`config.mk`:
```
export PLATFORM = sky130hd
export DESIGN_NAME = bencode_stream_tokenizer
export DESIGN_NICKNAME = d
export VERILOG_FILES = /design/src/hw/rtl/bst_pkg.sv /design/src/hw/rtl/bencode_stream_tokenizer.sv /design/src/hw/rtl/bst_front.sv /design/src/hw/rtl/bst_back.sv
export SDC_FILE = /design/constraint.sdc
export NUM_CORES = 2
export LEC_CHECK = 0
export ABC_CLOCK_PERIOD_IN_PS = 18800
export BUFFER_PORTS_ARGS = -buffer_cell sky130_fd_sc_hd__buf_2
export CAP_MARGIN = 30
export CORE_MARGIN = 1.5
export CORE_UTILIZATION = 35
export CTS_BUF_LIST = sky130_fd_sc_hd__clkbuf_16
export DETAILED_ROUTE_END_ITERATION = 12
export SYNTH_ARGS = -nofsm -noshare
export SYNTH_HDL_FRONTEND = slang
export SYNTH_HIERARCHICAL = 1
export SYNTH_SLANG_ARGS = --single-unit
```
`constraint.sdc`:
```
create_clock -name clk_i -period 18.8 [get_ports clk_i]
set_input_delay 2.82 -clock clk_i [delete_from_list [all_inputs] [get_ports clk_i]]
set_output_delay 2.82 -clock clk_i [all_outputs]
set_load 0.01 [all_outputs]
```
`src/hw/rtl/bst_pkg.sv`:
```
package bst_pkg;

  localparam int unsigned MaxDepth   = 64;
  localparam int unsigned DepthW     = 7;
  localparam int unsigned StackAw    = 6;
  localparam int unsigned OffsetBits = 32;
  localparam int unsigned QDepth     = 2;
  localparam int unsigned QPtrW      = $clog2(QDepth);

  typedef enum logic [2:0] {
    PH_EXPECT     = 3'd0,
    PH_INT_START  = 3'd1,
    PH_INT_DIGITS = 3'd2,
    PH_STR_LEN    = 3'd3,
    PH_STR_BODY   = 3'd4,
    PH_DONE       = 3'd5,
    PH_ERROR      = 3'd6,
    PH_ENDED      = 3'd7
  } phase_e;

  typedef enum logic [2:0] {
    K_INT     = 3'd0,
    K_STR_HDR = 3'd1,
    K_STR_BYT = 3'd2,
    K_LIST    = 3'd3,
    K_DICT    = 3'd4,
    K_CLOSE   = 3'd5,
    K_ERROR   = 3'd6,
    K_END     = 3'd7
  } kind_e;

  typedef enum logic [3:0] {
    E_NONE       = 4'd0,
    E_END_VALUE  = 4'd1,
    E_BAD_BYTE   = 4'd2,
    E_TOO_DEEP   = 4'd3,
    E_INT_RANGE  = 4'd4,
    E_INT_UNTERM = 4'd5,
    E_INT_CHAR   = 4'd6,
    E_INT_EMPTY  = 4'd7,
    E_LEN_LONG   = 4'd8,
    E_LEN_UNTERM = 4'd9,
    E_NO_COLON   = 4'd10,
    E_STR_SHORT  = 4'd11,
    E_LIST_OPEN  = 4'd12,
    E_DICT_OPEN  = 4'd13,
    E_KEY_TYPE   = 4'd14
  } err_e;

  // classified input item
  typedef struct packed {
    logic       is_end;
    logic       is_digit;
    logic [3:0] digit;
    logic [7:0] data;
  } cls_t;

  // result item, fields from the token format
  typedef struct packed {
    logic [2:0]  kind;
    logic [63:0] number;
    logic [7:0]  payload_byte;
    logic        string_last;
    logic        is_key;
    logic [6:0]  level;
    logic [31:0] offset;
    logic [3:0]  error_code;
    logic        leading_zero_warn;
    logic        negative_zero_warn;
    logic        ok;
  } tok_t;

endpackage

```
`src/hw/rtl/bencode_stream_tokenizer.sv`:
```
// channel    | group                | contents
// input      | s_axis_*             | tdata: in_byte; tuser: op
// result     | m_axis_*             | tdata/tuser/tlast: token fields
// config     | cfg_we_i/cfg_wdata_i | max_depth
// one byte per cycle sustained unless the output stalls; per-byte work is one
// multiply-add by ten and one read of the container stack, done in the back end.
// a two-entry queue parts classification from execution; the result register
// frees as it is taken, so a stalled output holds the input back after two.
// reset clears all control state; the stack memory needs no clearing.
module bencode_stream_tokenizer (
  input  logic         clk_i,
  input  logic         rst_ni,
  input  logic         cfg_we_i,
  input  logic [6:0]   cfg_wdata_i,
  input  logic         s_axis_tvalid_i,
  output logic         s_axis_tready_o,
  input  logic [7:0]   s_axis_tdata_i,   // in_byte
  input  logic         s_axis_tuser_i,   // op
  output logic         m_axis_tvalid_o,
  input  logic         m_axis_tready_i,
  // number[63:0], payload_byte[71:64], level[78:72], offset[110:79],
  // error_code[114:111], zero pad
  output logic [119:0] m_axis_tdata_o,
  output logic         m_axis_tlast_o,   // string_last
  // kind[2:0], is_key[3], leading_zero_warn[4], negative_zero_warn[5], ok[6]
  output logic [6:0]   m_axis_tuser_o
);

  logic [6:0]    max_depth_q;
  logic          qv, qr;
  bst_pkg::cls_t qd;
  bst_pkg::tok_t t;

  // configuration register
  always_ff @(posedge clk_i or negedge rst_ni) begin
    if (!rst_ni) max_depth_q <= 7'(bst_pkg::MaxDepth);
    else if (cfg_we_i) max_depth_q <= cfg_wdata_i;
  end

  bst_front u_front (
    .clk_i, .rst_ni,
    .in_valid_i(s_axis_tvalid_i), .in_ready_o(s_axis_tready_o),
    .in_data_i({s_axis_tdata_i, s_axis_tuser_i}),
    .q_valid_o(qv), .q_ready_i(qr), .q_data_o(qd)
  );

  bst_back u_back (
    .clk_i, .rst_ni, .max_depth_i(max_depth_q),
    .q_valid_i(qv), .q_ready_o(qr), .q_data_i(qd),
    .out_valid_o(m_axis_tvalid_o), .out_ready_i(m_axis_tready_i), .out_data_o(t)
  );

  assign m_axis_tdata_o = {5'd0, t.error_code, t.offset, t.level, t.payload_byte, t.number};
  assign m_axis_tlast_o = t.string_last;
  assign m_axis_tuser_o = {t.ok, t.negative_zero_warn, t.leading_zero_warn, t.is_key, t.kind};

endmodule

```
`src/hw/rtl/bst_front.sv`:
```
module bst_front (
  input  logic          clk_i,
  input  logic          rst_ni,
  input  logic          in_valid_i,
  output logic          in_ready_o,
  input  logic [8:0]    in_data_i,
  output logic          q_valid_o,
  input  logic          q_ready_i,
  output bst_pkg::cls_t q_data_o
);

  bst_pkg::cls_t              mem_q [bst_pkg::QDepth];
  logic [bst_pkg::QPtrW-1:0]  wr_q, rd_q;
  logic [bst_pkg::QPtrW:0]    cnt_q;
  bst_pkg::cls_t              cls;
  logic                       push, pop;

  // classify the byte
  always_comb begin
    cls.is_end   = in_data_i[0];
    cls.data     = in_data_i[8:1];
    cls.is_digit = (in_data_i[8:1] >= 8'h30) && (in_data_i[8:1] <= 8'h39);
    cls.digit    = in_data_i[4:1];
  end

  assign in_ready_o = (cnt_q != (bst_pkg::QPtrW+1)'(bst_pkg::QDepth));
  assign q_valid_o  = (cnt_q != '0);
  assign push       = in_valid_i && in_ready_o;
  assign pop        = q_valid_o && q_ready_i;
  assign q_data_o   = mem_q[rd_q];

  // queue storage
  always_ff @(posedge clk_i) begin
    if (push) begin
      mem_q[wr_q] <= cls;
    end
  end

  // queue pointers
  always_ff @(posedge clk_i or negedge rst_ni) begin
    if (!rst_ni) begin
      wr_q  <= '0;
      rd_q  <= '0;
      cnt_q <= '0;
    end else begin
      if (push) wr_q <= wr_q + 1'b1;
      if (pop)  rd_q <= rd_q + 1'b1;
      cnt_q <= cnt_q + (bst_pkg::QPtrW+1)'(push) - (bst_pkg::QPtrW+1)'(pop);
    end
  end

endmodule

```
`src/hw/rtl/bst_back.sv`:
```
module bst_back (
  input  logic          clk_i,
  input  logic          rst_ni,
  input  logic [6:0]    max_depth_i,
  input  logic          q_valid_i,
  output logic          q_ready_o,
  input  bst_pkg::cls_t q_data_i,
  output logic          out_valid_o,
  input  logic          out_ready_i,
  output bst_pkg::tok_t out_data_o
);

  bst_pkg::phase_e phase_q, phase_d;
  logic [31:0] pos_q, pos_d;
  logic [6:0]  depth_q, depth_d;
  logic [63:0] mag_q, mag_d;
  logic        neg_q, neg_d;
  logic [1:0]  dcnt_q, dcnt_d;
  logic        fz_q, fz_d;
  logic [33:0] rem_q, rem_d;
  logic [31:0] start_q, start_d;
  logic        key_q, key_d;
  logic [3:0]  ferr_q, ferr_d;
  logic [31:0] eoff_q, eoff_d;
  logic [31:0] trail_q, trail_d;
  // top of stack kept in flops; rest in memory
  logic [1:0]  top_q, top_d;
  logic [1:0]  stk_q [bst_pkg::MaxDepth];
  logic        push, pop, vflip;
  // entry under the top, read ahead from the memory
  logic [1:0]  below_q;

  logic        outv_q;
  bst_pkg::tok_t out_q, tok;
  logic        emit, take;

  logic [67:0] mul10;
  logic [64:0] sum;
  logic [6:0]  limit;
  logic        nested, want_key;
  logic [3:0]  ecode;
  logic [31:0] eat;

  function automatic logic [bst_pkg::StackAw-1:0] StackIdx(input logic [6:0] v);
    StackIdx = v[bst_pkg::StackAw-1:0];
  endfunction

  assign q_ready_o   = !outv_q || out_ready_i;
  assign take        = q_valid_i && q_ready_o;
  assign out_valid_o = outv_q;
  assign out_data_o  = out_q;

  // times ten as two shifted adds
  assign mul10 = {1'b0, mag_q, 3'd0} + {3'd0, mag_q, 1'b0};
  assign sum   = {1'b0, mul10[63:0]} + {61'd0, q_data_i.digit};
  assign limit = (max_depth_i > 7'(bst_pkg::MaxDepth)) ? 7'(bst_pkg::MaxDepth) : max_depth_i;
  assign nested   = depth_q != '0;
  assign want_key = nested && top_q[0] && !top_q[1];

  // next state and token
  always_comb begin
    phase_d = phase_q; pos_d = pos_q; depth_d = depth_q; mag_d = mag_q;
    neg_d = neg_q; dcnt_d = dcnt_q; fz_d = fz_q; rem_d = rem_q;
    start_d = start_q; key_d = key_q; ferr_d = ferr_q; eoff_d = eoff_q;
    trail_d = trail_q; top_d = top_q;
    push = 1'b0; pop = 1'b0; vflip = 1'b0;
    emit = 1'b0; tok = '0; ecode = bst_pkg::E_NONE; eat = pos_q;
    if (q_data_i.is_end) begin
      if (phase_q != bst_pkg::PH_ENDED && phase_q != bst_pkg::PH_DONE &&
          phase_q != bst_pkg::PH_ERROR) begin
        ecode = bst_pkg::E_END_VALUE;
        unique case (phase_q)
          bst_pkg::PH_EXPECT: begin
            if (nested) begin
              if (!top_q[0]) ecode = bst_pkg::E_LIST_OPEN;
              else if (!top_q[1]) ecode = bst_pkg::E_DICT_OPEN;
            end
          end
          bst_pkg::PH_INT_START, bst_pkg::PH_INT_DIGITS: ecode = bst_pkg::E_INT_UNTERM;
          bst_pkg::PH_STR_LEN: ecode = bst_pkg::E_LEN_UNTERM;
          default: begin
            ecode = bst_pkg::E_STR_SHORT;
            eat   = start_q;
          end
        endcase
        if (ferr_q == bst_pkg::E_NONE) begin
          ferr_d = ecode;
          eoff_d = eat;
        end
      end
      phase_d = bst_pkg::PH_ENDED;
      emit = 1'b1;
      tok.kind = bst_pkg::K_END;
      tok.error_code = ferr_d;
      tok.ok = (ferr_d == bst_pkg::E_NONE);
      tok.offset = tok.ok ? pos_q : eoff_d;
      tok.number = tok.ok ? {32'd0, trail_q} : '0;
    end else if (phase_q != bst_pkg::PH_ENDED && phase_q != bst_pkg::PH_ERROR) begin
      pos_d = pos_q + 32'd1;
      tok.level = depth_q;
      tok.offset = pos_q;
      unique case (phase_q)
        bst_pkg::PH_DONE: begin
          if (trail_q != '1) trail_d = trail_q + 32'd1;
        end
        bst_pkg::PH_EXPECT: begin
          if (nested && (!top_q[0] || want_key) && q_data_i.data == "e") begin
            pop = 1'b1; depth_d = depth_q - 7'd1;
            emit = 1'b1; tok.kind = bst_pkg::K_CLOSE; tok.level = depth_d;
            top_d = below_q;
            if (depth_d == '0) phase_d = bst_pkg::PH_DONE;
            else if (below_q[0]) top_d[1] = ~below_q[1];
          end else if (want_key && !q_data_i.is_digit) begin
            ecode = bst_pkg::E_KEY_TYPE;
          end else if (q_data_i.is_digit) begin
            start_d = pos_q; mag_d = {60'd0, q_data_i.digit}; dcnt_d = 2'd1;
            fz_d = (q_data_i.digit == 4'd0); rem_d = 34'd1; key_d = want_key;
            phase_d = bst_pkg::PH_STR_LEN;
          end else if (q_data_i.data == "i") begin
            start_d = pos_q; mag_d = '0; neg_d = 1'b0; dcnt_d = '0; fz_d = 1'b0;
            phase_d = bst_pkg::PH_INT_START;
          end else if (q_data_i.data == "l" || q_data_i.data == "d") begin
            if (depth_q >= limit) begin
              ecode = bst_pkg::E_TOO_DEEP;
            end else begin
              emit = 1'b1;
              tok.kind = (q_data_i.data == "l") ? bst_pkg::K_LIST : bst_pkg::K_DICT;
              push = 1'b1; depth_d = depth_q + 7'd1;
              top_d = {1'b0, q_data_i.data == "d"};
            end
          end else begin
            ecode = bst_pkg::E_BAD_BYTE;
          end
        end
        bst_pkg::PH_INT_START, bst_pkg::PH_INT_DIGITS: begin
          phase_d = bst_pkg::PH_INT_DIGITS;
          if (phase_q == bst_pkg::PH_INT_START && q_data_i.data == "-") begin
            neg_d = 1'b1;
          end else if (q_data_i.is_digit) begin
            if (mul10[67:64] != '0 || sum[64]) begin
              ecode = bst_pkg::E_INT_RANGE;
            end else begin
              mag_d = sum[63:0];
              if (dcnt_q == 2'd0) fz_d = (q_data_i.digit == 4'd0);
              if (dcnt_q != 2'd2) dcnt_d = dcnt_q + 2'd1;
            end
          end else if (q_data_i.data != "e") begin
            ecode = bst_pkg::E_INT_CHAR;
          end else if (dcnt_q == 2'd0) begin
            ecode = bst_pkg::E_INT_EMPTY;
          end else if (mag_q[63] && (!neg_q || mag_q[62:0] != '0)) begin
            ecode = bst_pkg::E_INT_RANGE;
          end else begin
            emit = 1'b1; tok.kind = bst_pkg::K_INT; tok.offset = start_q;
            tok.number = neg_q ? (64'd0 - mag_q) : mag_q;
            tok.leading_zero_warn = (dcnt_q == 2'd2) && fz_q;
            tok.negative_zero_warn = neg_q && (mag_q == '0);
            vflip = 1'b1;
          end
        end
        bst_pkg::PH_STR_LEN: begin
          if (q_data_i.is_digit) begin
            if (rem_q >= 34'd10) begin
              ecode = bst_pkg::E_LEN_LONG;
            end else begin
              mag_d = sum[63:0]; rem_d = rem_q + 34'd1;
              if (dcnt_q != 2'd2) dcnt_d = dcnt_q + 2'd1;
            end
          end else if (q_data_i.data != ":") begin
            ecode = bst_pkg::E_NO_COLON;
          end else begin
            emit = 1'b1; tok.kind = bst_pkg::K_STR_HDR; tok.offset = start_q;
            tok.number = mag_q; tok.is_key = key_q;
            tok.leading_zero_warn = (dcnt_q == 2'd2) && fz_q;
            start_d = pos_d; rem_d = mag_q[33:0];
            if (mag_q == '0) vflip = 1'b1;
            else phase_d = bst_pkg::PH_STR_BODY;
          end
        end
        default: begin
          emit = 1'b1; tok.kind = bst_pkg::K_STR_BYT;
          tok.payload_byte = q_data_i.data; tok.is_key = key_q;
          rem_d = rem_q - 34'd1;
          if (rem_d == '0) begin
            tok.string_last = 1'b1; vflip = 1'b1;
          end
        end
      endcase
      // value finished
      if (vflip) begin
        if (!nested) phase_d = bst_pkg::PH_DONE;
        else begin
          phase_d = bst_pkg::PH_EXPECT;
          if (top_q[0]) top_d[1] = ~top_q[1];
        end
      end
      if (ecode != bst_pkg::E_NONE) begin
        push = 1'b0; pop = 1'b0;
        emit = 1'b1; phase_d = bst_pkg::PH_ERROR;
        if (ferr_q == bst_pkg::E_NONE) begin
          ferr_d = ecode; eoff_d = pos_q;
        end
        tok = '0; tok.kind = bst_pkg::K_ERROR; tok.level = depth_q;
        tok.offset = pos_q; tok.error_code = ecode;
        depth_d = depth_q; top_d = top_q; phase_d = bst_pkg::PH_ERROR;
      end
    end
  end

  // stack below the top entry, with the next-under entry read ahead
  always_ff @(posedge clk_i) begin
    if (take && push && nested) begin
      stk_q[StackIdx(depth_q - 7'd1)] <= top_q;
    end
    if (take && push) begin
      below_q <= top_q;
    end else if (take && pop) begin
      below_q <= stk_q[StackIdx(depth_q - 7'd3)];
    end
  end

  // control and token state
  always_ff @(posedge clk_i or negedge rst_ni) begin
    if (!rst_ni) begin
      phase_q <= bst_pkg::PH_EXPECT; pos_q <= '0; depth_q <= '0; mag_q <= '0;
      neg_q <= 1'b0; dcnt_q <= '0; fz_q <= 1'b0; rem_q <= '0; start_q <= '0;
      key_q <= 1'b0; ferr_q <= '0; eoff_q <= '0; trail_q <= '0; top_q <= '0;
      outv_q <= 1'b0;
    end else begin
      if (take) begin
        phase_q <= phase_d; pos_q <= pos_d; depth_q <= depth_d; mag_q <= mag_d;
        neg_q <= neg_d; dcnt_q <= dcnt_d; fz_q <= fz_d; rem_q <= rem_d;
        start_q <= start_d; key_q <= key_d; ferr_q <= ferr_d; eoff_q <= eoff_d;
        trail_q <= trail_d; top_q <= top_d;
      end
      if (take) outv_q <= emit;
      else if (out_ready_i) outv_q <= 1'b0;
    end
  end

  // output register
  always_ff @(posedge clk_i) begin
    if (take && emit) out_q <= tok;
  end

endmodule

```
# Word-level counts from Yosys, hierarchy flattened
# Memory sizes are Yosys's and may differ from the RTL's.
# Cells that the tools add are included.
# word_totals
wordCells,389
output_inout_bits,130
ram_bits,156
reg_bits,384
n_memories,2
# op_classes
reduce_logical,74
eq_ne,45
mux,207
addsub,15
magnitude_cmp,5
bitwise_logic,9
# mem_list
name,depth,word_bits,rd,rd_ports_with_merged_regs,write_ports,line,rtl
u_back.stk_q,64,2,1,0,1,bst_back.sv:28,logic [1:0] stk_q [bst_pkg::MaxDepth];
u_front.mem_q,2,14,1,0,1,bst_front.sv:12,bst_pkg::cls_t mem_q [bst_pkg::QDepth];
# ops
cell,n
two-way mux 64 bit,12
two-way mux 32 bit,22
two-way mux 67 bit,5
two-way mux 123 bit,2
two-way mux 34 bit,6
one-hot mux 64 bit (3 select lines),1
one-hot mux 32 bit (2 select lines),2
one-hot mux 64 bit (2 select lines),1
one-hot mux 34 bit (3 select lines),1
two-way mux 4 bit,23
two-way mux 3 bit,23
adder 67 x 65 -> 68 bit,1
adder 64 x 4 -> 65 bit,1
two-way mux 65 bit,1
adder 32 x 1 -> 32 bit (second input constant),2
zero test 64 bit,1
subtractor 1 x 64 -> 64 bit (first input constant),1
two-way mux 7 bit,9
nonzero test 63 bit,1
two-way mux 1 bit,61
two-way mux 2 bit,25
two-way mux 36 bit,1
AND reduction 9 bit,4
adder 34 x 1 -> 34 bit (second input constant),1
66 further kinds,148

# Depth between registers and ports, before layout
# depth
word_depth,20
depth_mapped,20

# Cells and area by module
# Netlist, hierarchy kept.
# modules_own_cells
mod,instances,cells_each,area_per_inst_um2,seq_area_each_um2
bst_back,1,3736,33240.6,13803.2
bst_front,1,55,967.2,700.7
bencode_stream_tokenizer,1,21,334.1,176.4

# Worst setup path before layout
# No wires, ideal clock.
# synth_timing
path_type,flip-flop to flip-flop
startpoint,register u_back.mag_q[2]
endpoint,register u_back.out_q (netlist bit u_back/out_data_o[0]) (enable)
t_required_ns,18.155
setup_slack_ns,8.131
setup_ns,0.645
stages_incl_launch_ff,16
path_buffers,0
arrival_time_ns,10.024
path_cell_list,dfrtp_1 -> ha_1 -> fa_1 -> a211oi_1 -> o21ai_0 -> a22oi_1 -> o21ai_0 -> a21o_1 -> a311oi_1 -> nand4_1 -> nor4_2 -> nand3b_1 -> o31a_1 -> o21ai_4 -> nor2_1 -> a21oi_1
# synth_via
elab_chain_len,16
elab_cells_between_ends,27
cone_classes,add/sub (2); mux (18); reduce/logical (7)
# synth_rtl
element,line,rtl
start: declaration,bst_back.sv:16,"logic [63:0] mag_q, mag_d;"
start signal: assignment,bst_back.sv:231,phase_q <= phase_d; pos_q <= pos_d; depth_q <= depth_d; mag_q <= mag_d;
"parallel branches: the longest is 12 deep, another holds adder 67 x 65 -> 68 bit",n/a,
two-way mux 1 bit (*),bst_back.sv:197,if (ecode != bst_pkg::E_NONE) begin
two-way mux 1 bit (*),bst_back.sv:98,end else if (phase_q != bst_pkg::PH_ENDED && phase_q != bst_pkg::PH_ERROR) begin
two-way mux 1 bit (*),bst_back.sv:68,if (q_data_i.is_end) begin
logical AND 1 bit (*),bst_back.sv:243,if (take && emit) out_q <= tok;
end signal: assignment,bst_back.sv:243,
end: declaration,bst_back.sv:34,"bst_pkg::tok_t out_q, tok;"
# Every way passes the cells marked *. The select of a mux whose other input is x is not followed.
# A chain may end at the register's enable or synchronous reset.

# Worst setup path in the final report
# layout_timing
startpoint,register u_back.mag_q[0]
endpoint,register u_back.out_q (netlist bit u_back/out_data_o[81]) (enable)
# The elaborated chain is that of the path after synthesis.

==> run_results.csv <==
group,metric,value,unit
grt,antenna_found_initial,3,
setup_path,cpMaxStageDelayCell,"buf_4",
detailed_routing,post_drt_wl_per_cell,21.8,um
clocking,cts_tree,"yes",
grt,grt_max_degree,103,
setup_path,path_cells,"ha_1 > fa_1 > a211oi_1 > o21ai_0 > a22oi_1 > o21ai_0 > a21o_1 > a311oi_1 > nand4_1 > nor4_2 > nand3b_1 > o31a_1 > o21ai_4 > nor2_1 > a21oi_4 > buf_4 > buf_4",
detailed_routing,antenna_left,0,
status,status,"finished, final reports clean",
sta,hold_viol_final,0,
placement,hpwl,79700,um
worst_hold_path,hold_class,"reg -> reg",
setup_path,r2r_cells,17,
grt,grt_pass1_wl,170000,um
yosys,synthFlopType,"edfxtp_1",
pwr,ir_drop,0.100,mV
die,die_w,317,um
pwr,leakage,13.8,nW
pwr,sw_frac_of_total,39.4,%
detailed_routing,drt-pass1-iter-count,6,
clocking,clk_path_buf_depth,3,
clocking,ctsHoldBuffers,0,
placement,portBuffers,145,
clocking,numClockSinks,532,
final_layout,final_nets,3925,
detailed_routing,routed_wirelength,112000,um
sta,fin_hold_ws,0.482,ns
sta,rsz0062_at_grt,"false",
pwr,powerDensity,120,nW/um^2
pwr,p_switching,1.80,mW
clocking,clk_pin_slew,0.06,ns
final_layout,area_growth,10.7,%
clocking,cts_setup_buffers,0,
pwr,p_clk_share,25.2,%
yosys,postSynthCellCount,3812,
detailed_routing,vias,30400,
yosys,synthArstFlopShare,48.7,%
yosys,synth-seq-cells,532,
yosys,synth_edf_count,273,
setup_path,cp.required,19.05,ns
setup_path,r2r-end,"u_back/out_data_o[81]",
yosys,synth_top_area_share,23.7,%
job,drv_cap,0,
setup_path,endpoint_kind,"register",
yosys,synth_area_leaders,"edfxtp_1, dfrtp_1, nand2_1",
die,dieArea,101000,um^2
grt,grt.overflow.total,0,
die,pin_count,151,
yosys,postSynthAreaPerCell,9.06,um^2
setup_path,critical_path.startpoint,"u_back/mag_q[0]",
grt,met3_usage,2.56,%
setup_path,max_stage_delay,0.76,ns
sta,fin_setup_tns,0,ns
pwr,seqPwrFrac,38.7,%
clocking,cts.htree.levels,2,
sta,drv_slew,0,
sta,worst_slew_pin_slew,1.06,ns
yosys,yosysUniqueCellTypes,107,
setup_path,setup.worst_path.end,"u_back/out_data_o[81]",
pwr,share_comb_of_total_power,36.1,%
sta,fin_crit,7.51,ns
setup_path,r2r_setup_slack,11.29,ns
detailed_routing,routed_via_density,5.90,
pwr,p_int,2.77,mW
final_layout,layout_commonest_cell,"nand2_1",
setup_path,critPathKind,"reg -> reg",
yosys,yosysWarnings,6,
grt,met2_usage,34.8,%
setup_path,r2r_start,"u_back/mag_q[0]",
grt,grt_usage,21.6,%
sta,fmax,0.133,GHz
die,initial_core_util,35.2,%
sta,setup_violations,0,
final_layout,final_cell_mix,"nand2_1, nor2_1, a21oi_1, edfxtp_1, dfrtp_1",
placement,gp_congestion,0.945,
clocking,clockRootBuffer,"clkbuf_16",
clocking,cts_buffers,58,
sta,finalWorstSetupSlack,11.29,ns
detailed_routing,drtIter0Drc,3146,
die,core,98100,um^2
placement,dp_slack,11.37,ns
yosys,syn_area,34500,um^2
sta,clock_skew,0.0283,ns
setup_path,cp.arrival,7.76,ns
yosys,ys_seq_area_share,42.5,%
final_layout,num_antenna_cells,0,
grt,gr-usage-met1,30.3,%
setup_path,crit_fanout,63,
die,num_rows,115,
die,die_h,317,um
grt,grt_most_used_layer,"met2",
setup_path,start_kind,"register",
sta,fin_crit_sh,39.9,%
final_layout,layout-drive-gt1-share,11.3,%
pwr,power,4.57,mW
detailed_routing,drc,0,
grt,grt_pass1_vias,28200,
worst_hold_path,min_from,"u_back/start_q[16]",
yosys,synth_top_area_cell,"edfxtp_1",
clocking,clk_latency,0.65,ns
sta,max_slew_margin,28.8,%
clocking,cts_resized,0,
worst min path at each step:
stage | to | slack [ns] | depth (start not counted)
after floorplan | u_back/fz_q | 0.45 | 2
after global placement | u_back/start_q[18] | 0.46 | 2
after detailed placement | u_back/start_q[16] | 0.47 | 2
after CTS | u_back/start_q[16] | 0.48 | 2
after global routing | u_back/start_q[16] | 0.51 | 2
final | u_back/start_q[16] | 0.48 | 2
stage by stage:
stage	utilization, %	std cells	instance area (um^2)
global placement	37.0	5038	36300
global route	39.0	5151	38200
CTS	39.0	5151	38200
floorplan	-	3816	34600
detailed placement	37.0	5041	36300
finish	39.0	5151	38200
cell type report:
| type | count | area [um^2] |
|---|---|---|
| Multi-Input combinational cell | 2947 | 18600 |
| Timing Repair Buffer | 197 | 1120 |
| Sequential cell | 532 | 14700 |
| Tap cell | 1287 | 1610 |
| Clock buffer | 61 | 1530 |
| Inverter | 78 | 293 |
| Fill cell | 9738 | 59900 |
| Clock inverter | 49 | 398 |
layer usage:
| layer | part of all wire, % | routed length [um] |
|---|---|---|
| met1 | 43 | 48800 |
| met2 | 46 | 52100 |
| met3 | 7.1 | 8000 |
| met4 | 3.1 | 3440 |
| met5 | 0 | 0 |
kinds of logic (layout without fill, tap and decap cells):
kind of cell	after synthesis	in the layout	share of synthesized area (%)
adder cells (fa/ha/maj)	90	90	3.30
multiplexers	78	78	3.88
XOR/XNOR	246	246	6.24
AND/OR/NAND/NOR	1459	1459	19.9
other	1	5	0.0109
flip-flops	532	532	42.5
buffers and inverters	337	385	4.00
AO/OA/AOI/OAI	1069	1069	20.1
critical path: cells and delay by family, from the launching register on:
family                   cells  cell delay (ns)
AO/OA/AOI/OAI                9             3.29
flip-flops                   1             0.50
adder cells (fa/ha/maj)      2             0.73
AND/OR/NAND/NOR              4             1.04
buffers and inverters        2             1.47
flip-flops by register name, indices dropped and copies added, names as in the netlist, 2 cells and up:
register and cells:
u_back/depth_q 7, u_back/phase_q 3, u_back/mag_q 64, u_back/out_data_o 123, u_back/ferr_q 4, u_back/pos_q 32, max_depth_q 7, u_back/rem_q 34
u_back/stk_q 128, u_back/start_q 32, u_back/below_q 2, u_front/cnt_q 2, u_back/top_q 2, u_front/mem_q 20, u_back/eoff_q 32, u_back/trail_q 32
u_back/dcnt_q 2
power groups by stage:
stage / sequential [mW] / clock [mW] / combinational (mW)
after floorplan: 1.78 / 0 / 1.06
after global placement: 1.78 / 0 / 1.61
after detailed placement: 1.79 / 0 / 1.63
after CTS: 1.77 / 1.18 / 1.64
after global routing: 1.80 / 1.22 / 1.80
final: 1.77 / 1.15 / 1.65
synth_stat cells, types with 20 or more instances:
cell / n
nand2_1: 516
nor2_1: 392
a21oi_1: 308
edfxtp_1: 273
dfrtp_1: 258
o21ai_0: 248
clkbuf_1: 188
xnor2_1: 152
nor3_1: 104
xor2_1: 94
ha_1: 88
nand3_1: 81
o31ai_1: 80
inv_1: 77
nand4_1: 64
and3_1: 57
a31oi_1: 50
o21a_1: 48
mux4_2: 40
buf_2: 38
or3_1: 36
nor2b_1: 33
o32ai_1: 32
a211oi_1: 31
nor4_1: 31
a21o_1: 27
o221a_1: 23
nand2b_1: 22
o211ai_1: 22
and2_1: 20
mux2_2: 20
(Power assumes the default switching activity.)
